File: src/hw/rtl/screv_pkg.sv
// ----------------------------------------------------------------------------
// screv_pkg
// Shared constants, register codes, delay-length tables and lane status type
// of the stereo comb/allpass reverberator.
// ----------------------------------------------------------------------------
package screv_pkg;

	// Parameter defaults
	localparam int COMB_COUNT_D    = 8;
	localparam int ALLPASS_COUNT_D = 4;
	localparam int STEREO_SPREAD_D = 23;
	localparam int SAMPLE_BITS_D   = 24;
	localparam int COEF_BITS_D     = 16;

	// Configuration port
	localparam int CFG_IDX_W  = 3;
	localparam int CFG_DATA_W = 16;

	typedef enum logic [CFG_IDX_W-1:0] {
		CFG_ROOM   = 3'd0,
		CFG_DAMP   = 3'd1,
		CFG_WET    = 3'd2,
		CFG_DRY    = 3'd3,
		CFG_WIDTH  = 3'd4,
		CFG_FREEZE = 3'd5,
		CFG_BYPASS = 3'd6
	} cfg_idx_t;

	localparam logic [15:0] ROOM_RST  = 16'd32768;
	localparam logic [15:0] DAMP_RST  = 16'd32768;
	localparam logic [15:0] WET_RST   = 16'd21845;
	localparam logic [15:0] DRY_RST   = 16'd0;
	localparam logic [15:0] WIDTH_RST = 16'd65535;

	// Ring position widths (longest line plus the largest spread)
	localparam int COMB_POS_W = 11;
	localparam int AP_POS_W   = 10;

	localparam int COMB_LEN_TAB [8] = '{1116, 1188, 1277, 1356, 1422, 1491, 1557, 1617};
	localparam int AP_LEN_TAB   [4] = '{556, 441, 341, 225};

	typedef struct packed {
		logic init_done;
		logic done;
	} lane_stat_t;

	function automatic int comb_total(int count, int spread);
		int t;
		t = 0;
		for (int i = 0; i < count; i++) begin
			t = t + COMB_LEN_TAB[i & 7] + spread;
		end
		return t;
	endfunction

	function automatic int ap_total(int count, int spread);
		int t;
		t = 0;
		for (int i = 0; i < count; i++) begin
			t = t + AP_LEN_TAB[i & 3] + spread;
		end
		return t;
	endfunction

	function automatic logic [COMB_POS_W-1:0] comb_len(logic [4:0] idx, int spread);
		return COMB_POS_W'(COMB_LEN_TAB[idx[2:0]] + spread);
	endfunction

	function automatic logic [AP_POS_W-1:0] ap_len(logic [4:0] idx, int spread);
		return AP_POS_W'(AP_LEN_TAB[idx[1:0]] + spread);
	endfunction

endpackage

File: src/hw/rtl/screv_mix.sv
// ----------------------------------------------------------------------------
// screv_mix
// Merge of the two lanes: wet/width cross-mix plus dry, one shared multiplier.
// ----------------------------------------------------------------------------
module screv_mix #(
	parameter int SAMPLE_BITS = 24,
	parameter int COEF_BITS   = 16
) (
	input  logic                          clk,
	input  logic                          arst_n,
	input  logic                          start,
	input  logic signed [SAMPLE_BITS-1:0] wsum_l,
	input  logic signed [SAMPLE_BITS-1:0] wsum_r,
	input  logic signed [SAMPLE_BITS-1:0] dry_l,
	input  logic signed [SAMPLE_BITS-1:0] dry_r,
	input  logic        [COEF_BITS+1:0]   wet1,
	input  logic        [COEF_BITS+1:0]   wet2,
	input  logic        [COEF_BITS+1:0]   dry,
	output logic                          done,
	output logic signed [SAMPLE_BITS-1:0] left,
	output logic signed [SAMPLE_BITS-1:0] right
);
	import screv_pkg::*;

	localparam int S  = SAMPLE_BITS;
	localparam int C  = COEF_BITS;
	localparam int MW = S + C + 3;
	localparam int AW = MW + 2;
	localparam longint HALF = longint'(1) << (C - 1);
	localparam logic signed [AW-1:0] SMAX = AW'((longint'(1) << (S - 1)) - 1);
	localparam logic signed [AW-1:0] SMIN = -SMAX - AW'(1);
	localparam logic [2:0] LAST = 3'd5;

	typedef enum logic [1:0] {M_IDLE, M_MUL, M_ACC, M_FIN} mix_state_t;

	function automatic logic signed [S-1:0] sat_rnd(input logic signed [AW-1:0] a);
		logic signed [AW-1:0] t;
		t = (a + AW'(HALF)) >>> C;
		if (t > SMAX) return SMAX[S-1:0];
		if (t < SMIN) return SMIN[S-1:0];
		return t[S-1:0];
	endfunction

	mix_state_t          state_q;
	logic [2:0]          cnt_q;
	logic                done_q;
	logic signed [MW-1:0] prod_q;
	logic signed [AW-1:0] accl_q, accr_q;
	logic signed [S-1:0] left_q, right_q;
	logic signed [S-1:0] op_a;
	logic [C+1:0]        op_c;

	always_comb begin
		unique case (cnt_q)
			3'd0:    begin op_a = wsum_l; op_c = wet1; end
			3'd1:    begin op_a = wsum_r; op_c = wet2; end
			3'd2:    begin op_a = dry_l;  op_c = dry;  end
			3'd3:    begin op_a = wsum_r; op_c = wet1; end
			3'd4:    begin op_a = wsum_l; op_c = wet2; end
			3'd5:    begin op_a = dry_r;  op_c = dry;  end
			default: begin op_a = '0;     op_c = '0;   end
		endcase
	end

	always_ff @(posedge clk or negedge arst_n) begin
		if (!arst_n) begin
			state_q <= M_IDLE;
			cnt_q   <= '0;
			done_q  <= 1'b0;
		end else begin
			done_q <= 1'b0;
			unique case (state_q)
				M_IDLE: begin
					if (start) begin
						cnt_q   <= '0;
						accl_q  <= '0;
						accr_q  <= '0;
						state_q <= M_MUL;
					end
				end
				M_MUL: begin
					prod_q  <= op_a * $signed({1'b0, op_c});
					state_q <= M_ACC;
				end
				M_ACC: begin
					if (cnt_q < 3'd3) accl_q <= accl_q + AW'(prod_q);
					else              accr_q <= accr_q + AW'(prod_q);
					cnt_q   <= cnt_q + 3'd1;
					state_q <= (cnt_q == LAST) ? M_FIN : M_MUL;
				end
				M_FIN: begin
					left_q  <= sat_rnd(accl_q);
					right_q <= sat_rnd(accr_q);
					done_q  <= 1'b1;
					state_q <= M_IDLE;
				end
				default: state_q <= M_IDLE;
			endcase
		end
	end

	assign done  = done_q;
	assign left  = left_q;
	assign right = right_q;

endmodule

File: config.mk
export PLATFORM = sky130hd
export DESIGN_NAME = screv_mix
export DESIGN_NICKNAME = d
export VERILOG_FILES = /design/src/hw/rtl/screv_pkg.sv /design/src/hw/rtl/screv_mix.sv
export SDC_FILE = /design/constraint.sdc
export NUM_CORES = 2
export LEC_CHECK = 0
export ABC_AREA = 1
export BUFFER_PORTS_ARGS = -buffer_cell sky130_fd_sc_hd__buf_4
export CORE_MARGIN = 4
export CORE_UTILIZATION = 35
export DETAILED_ROUTE_END_ITERATION = 10
export PLACE_DENSITY_LB_ADDON = 0.15
export SLEW_MARGIN = 30
export SYNTH_ARGS = -nofsm -noshare
export SYNTH_HDL_FRONTEND = slang
export SYNTH_SLANG_ARGS = --single-unit
File: constraint.sdc
create_clock -name clk -period 6.3 [get_ports clk]
set_clock_uncertainty 0.05 [all_clocks]
set_input_delay 0.315 -clock clk [delete_from_list [all_inputs] [get_ports clk]]
set_output_delay 0.315 -clock clk [all_outputs]
set_load 0.01 [all_outputs]
After elaboration in Yosys (flattened, before gate mapping)
Index checks and enable logic that the tools add are counted.
- flip-flop bits (word level): 187
- input port bits: 153
- logic and storage cells: 74
- $add $sub $neg: 5
- multipliers: 1
- order comparisons: 5
- equality and inequality tests: 11
- mux-type cells: 31
- reductions and logical operators: 13
- operators by type and width (operator ; count):
    24-bit 2-to-1 mux ; 8
    45-bit one-hot mux with 2 select lines ; 2
    45-bit 2-to-1 mux ; 3
    24-bit one-hot mux with 4 select lines ; 1
    45-bit by 17-bit adder with 45-bit output, second input constant ; 2
    45-bit by 43-bit adder with 45-bit output ; 2
    29-bit by 24-bit > comparator with 1-bit output, second input constant ; 2
    29-bit by 24-bit less-than comparator with 1-bit output, second input constant ; 2
    18-bit one-hot mux with 3 select lines ; 1
    24-bit by 19-bit multiplier with 43-bit output ; 1
    1-bit 2-to-1 mux ; 11
    2-bit OR reduction ; 5
    2-bit one-hot mux with 4 select lines ; 1
    4-bit AND reduction ; 2
    3-bit by 2-bit equality test with 1-bit output, second input constant ; 2
    3-bit equality test, second input constant ; 2
    2-bit != test, second input constant ; 3
    3-bit one-hot mux with 2 select lines ; 1
    2-bit AND reduction ; 3
    2-bit equality test, second input constant ; 2
    2-bit 2-to-1 mux ; 2
    3-bit by 1-bit adder with 3-bit output, second input constant ; 1
    3-bit by 1-bit equality test with 1-bit output, second input constant ; 1
    3-bit zero test ; 1
    other kinds (5) ; 5

Logic depth before layout (Yosys ltp)
- depth in word-level cells: 8
- depth in mapped cells: 36
- gate-level depth less buffers: 34

Worst setup path after synthesis
OpenSTA, ideal clock, no wires.
- path kind: register -> register
- start point: register cnt_q[0]
- end point: register prod_q[37] (data pin)
- library setup time: 253 ps
- data arrival time: 6448 ps
- required time: 5997 ps
- path slack: -451 ps
- cell stages (with the launch flop): 27
- path buffers: 2
- cell sequence: dfrtp_1 -> inv_1 -> ha_1 -> buf_2 -> a21oi_2 -> inv_4 -> a221oi_2 -> inv_2 -> buf_6 -> nand2_1 -> fa_1 -> fa_1 -> fa_1 -> inv_1 -> fa_1 -> fa_1 -> inv_1 -> fa_1 -> inv_1 -> ha_1 -> a21oi_1 -> a21boi_0 -> o21ai_0 -> a21oi_1 -> nand3_1 -> nand2_1 -> nand2_1
- longest elaborated chain between the ends: 4
- elaborated cells on any way between the ends: 14
- those cells by class: 1 x mul; 5 x eq/ne; 2 x mux; 6 x reduce/logical
- ends and longest elaborated chain (what ; RTL line ; text):
    start: declaration ; screv_mix.sv:45 ; logic [2:0] cnt_q;
    start signal: assignment ; screv_mix.sv:88 ; cnt_q <= cnt_q + 3'd1;
    3-bit equality test, or another cell as far along ; screv_mix.sv:54 ; unique case (cnt_q)
    2-bit OR reduction (no source line) ; -- ;
    24-bit one-hot mux with 4 select lines or 18-bit one-hot mux with 3 select lines (tied branches) ; screv_mix.sv:54 ;
    24-bit by 19-bit multiplier with 43-bit output * ; screv_mix.sv:82 ; prod_q <= op_a * $signed({1'b0, op_c});
    end signal: assignment ; screv_mix.sv:82 ;
    end: declaration ; screv_mix.sv:47 ; logic signed [MW-1:0] prod_q;
Mark *: on every way between the ends. The rest lies on a longest branch, timed or not.
A chain may end at the register's enable or synchronous reset.

Worst setup path after layout
- start point: register cnt_q[0]
- end point: register prod_q[38] (data pin)
The elaborated chain is that of the path after synthesis.

==> impl_metrics.yaml <==
worst_setup_path:
  critPathKind: "flop to flop"
  timing.rr.start: "cnt_q[0]"
  endpoint_kind: "flop"
  crit_top_cell: "fa_1"
  crit_path_max_incr_delay_ns: 0.54
  crit_fanout: 7
  start_kind: "flop"
  slowest_stage: "fa_1"
  ff2ff_path_depth: 29
  startpoint: "cnt_q[0]"
  r2r_slack_ns: -0.51
  cp_data_arrival_time_ns: 7.01
  crit_path_end: "prod_q[38]"
  required_ns: 6.50
  r2r-end: "prod_q[38]"
timing:
  min_period_ns: 6.808
  tns_ns: -12.70
  layout_setup_ws_ns: -0.5082
  slew_viol_final: 0
  fin_crit_sh_pct: 108.1
  hold_violations: 0
  tightest_slew_ns: 0.8273
  max_freq_ghz: 0.1469
  rsz0062_at_grt: "yes"
  finalSetupViolations: 31
  max-slew-margin-rel_pct: 44.84
layout:
  instances_no_fill: 6535
  syn_to_final_growth_pct: 26.20
  multi_input_area_sq_um: 24370
  layout.nets: 6057
  drive_gt1_share_pct: 19.07
  regArea_sq_um: 5587
  nFillCells: 9775
clock_network:
  clock_latency_ns: 0.52
  tritoncts: "yes"
  path_clk_slew_ns: 0.09
  cts_made_buffers: 17
  cts_buffer_depth: 2
  clock-root-buffer: "clkbuf_16"
  htreeDepth: 4
  cts.sinks: 187
die:
  die_area_sq_um: 99700
  initial_core_util_pct: 35.41
  die_h_um: 315.8
  coreArea_sq_um: 93610
  die_w_um: 315.8
  io_pins: 202
  rows: 112
yosys:
  synth.avg_cell_area_sq_um: 7.016
  synth_edf_count: 181
  synthTopCellsByArea: "fa_1 26%, nand2_1 17%, edfxtp_1 16%"
  synthesis.area_sq_um: 33150
  synthesis.instances: 4725
  synthFlopType: "edfxtp_1"
  synthDistinctLibCells: 48
  yosysTopAreaCellShare_pct: 26.03
  synthArstFlopShare_pct: 3.209
  yosysWarnings: 0
  yosys.area.top_type: "fa_1"
  synth_nets: 5515
  ys_seq_area_share_pct: 16.85
  ys_seq_elements: 187
drt:
  ant_nets: 0
  via_per_inst: 4.663
  vias: 30470
  dr.pass1.iters: 6
  wl_per_cell_um: 17.74
  routed_wl_um: 115900
  drcViolationCount: 0
  drt_iter0_drc: 1710
placed_design:
  port_buffers: 201
  gp_congestion: 0.9281
  preCtsSetupSlack_ns: -0.7516
  hpwlAfterDp_um: 100600
  placed_cells: 6448
worst_hold_path:
  hold_class: "input port to asynchronous set/reset pin"
global_route:
  antenna_found_initial: 0
  grt_usage_pct: 23.61
  grt_pass1_wl_um: 179100
  grt_start_max_net_pins: 49
  grt-ovfl-total: 0
  grt_pass1_vias: 31580
flow_run:
  maxCapViolCount: 0
status:
  violations: "negative setup slack"
  status: "finished, violations left"
registers in the layout (all words and copies together) (netlist names):
register and flops:
prod_q 43, left 24, state_q 2, cnt_q 3, accl_q 45, right 24, accr_q 45, done 1
synthesized netlist by cell type (6+ instances only):
cell,n
nand2_1,1472
inv_1,1170
nor2_1,509
fa_1,431
ha_1,206
edfxtp_1,181
a21oi_1,171
nand3_1,147
o21ai_0,92
buf_2,45
nand4_1,43
xor2_1,39
xnor2_1,38
nor3_1,20
o21bai_1,14
clkbuf_1,12
inv_2,12
buf_6,11
o21a_1,11
a22o_1,9
a21o_1,8
and2_1,6
dfrtp_1,6
o211ai_1,6
worst min-delay path by stage:
stage,cells past startpoint,slack (ns),from,end
finish,2,0.12,arst_n,done
global route,2,0.11,arst_n,done
CTS,2,0.07,arst_n,done
detailed placement,1,0.11,arst_n,done
global placement,1,0.10,arst_n,done
floorplan,0,-0.03,arst_n,cnt_q[0]
layout by cell type (no fill, tap or decap), types with 5 or more instances in the layout:
| master | n |
|---|---|
| nand2_4 | 18 |
| buf_4 | 524 |
| fa_2 | 26 |
| clkbuf_16 | 18 |
| a22o_1 | 9 |
| a21oi_1 | 137 |
| nor2_4 | 30 |
| edfxtp_1 | 181 |
| o21a_1 | 11 |
| inv_4 | 11 |
| o21ai_0 | 69 |
| ha_1 | 164 |
| xor2_1 | 36 |
| nand2_1 | 1409 |
| xnor2_1 | 38 |
| inv_2 | 56 |
| inv_6 | 8 |
| nand3_1 | 135 |
| buf_12 | 38 |
| o21bai_1 | 11 |
| a31oi_1 | 5 |
| nor2_2 | 35 |
| ha_4 | 39 |
| fa_1 | 405 |
| o21ai_1 | 10 |
| inv_1 | 1113 |
| o21ai_2 | 12 |
| a21o_1 | 8 |
| nand2_2 | 50 |
| buf_6 | 30 |
| a221oi_4 | 6 |
| nand4_1 | 43 |
| dfrtp_1 | 5 |
| nor3_1 | 14 |
| o211ai_1 | 6 |
| nor2_1 | 447 |
| a21oi_4 | 21 |
| a21oi_2 | 20 |
| and2_1 | 6 |
| nand3_2 | 11 |
area by class of cell:
type / count / area share, %
flip-flops and latches: 187 / 13.35
repair inverters: 2 / 0.03290
multi-input cells: 3275 / 58.26
clock inverters: 15 / 0.4965
well taps: 1254 / 3.750
repair buffers: 599 / 12.33
diodes: 1 / 0.005981
inverters: 1185 / 10.75
clock buffers: 17 / 1.017
critical path: cells and delay by family (launching register included):
family          cells  cell delay [ns]
flops               1             0.48
simple gates        8             0.93
fa+ha+maj           9             3.75
buf+inv            10             0.90
compound gates      2             0.42
what timing repair did:
action / CTS / global route
endpoints found under the setup margin: 35 / 35
gates cloned: 3 / 1
pin swaps: 43 / 89
setup buffers: 33 / 17
hold buffers: 1 / 0
hold endpoints to repair: 6 / 0
gates resized for setup: 227 / 152
metrics by stage:
stage                     utilization, %  hold WS (ns)  cell area, sq um
after floorplan                        -      -0.03059             33730
after global placement             42.05        0.1035             39360
after detailed placement           42.05        0.1052             39360
after CTS                          43.92       0.07331             41110
after global routing               44.69        0.1147             41830
final                              44.69        0.1170             41840
routing by layer:
metal  share of wire (%)  vias up  global-route usage, %
li1                    -    15140                      -
met1                  44    14540                  29.81
met2                  50      637                  42.99
met3                 3.1      157                  1.979
met4                 3.5        0                  7.087
met5                   0        -                      0
kinds of logic (layout without fill, tap and decap cells):
family | Yosys count | after routing | share of synthesized area (%)
other cells | 0 | 1 | 0
xor+xnor | 77 | 77 | 2.034
fa+ha+maj | 637 | 637 | 33.80
buf+inv | 1263 | 1818 | 14.79
simple gates | 2221 | 2221 | 26.42
compound gates | 340 | 340 | 6.103
flops | 187 | 187 | 16.85
Power is left out: the tool's default activity adds up to more than one toggle a clock period on the data nets, which glitch-free logic cannot reach.
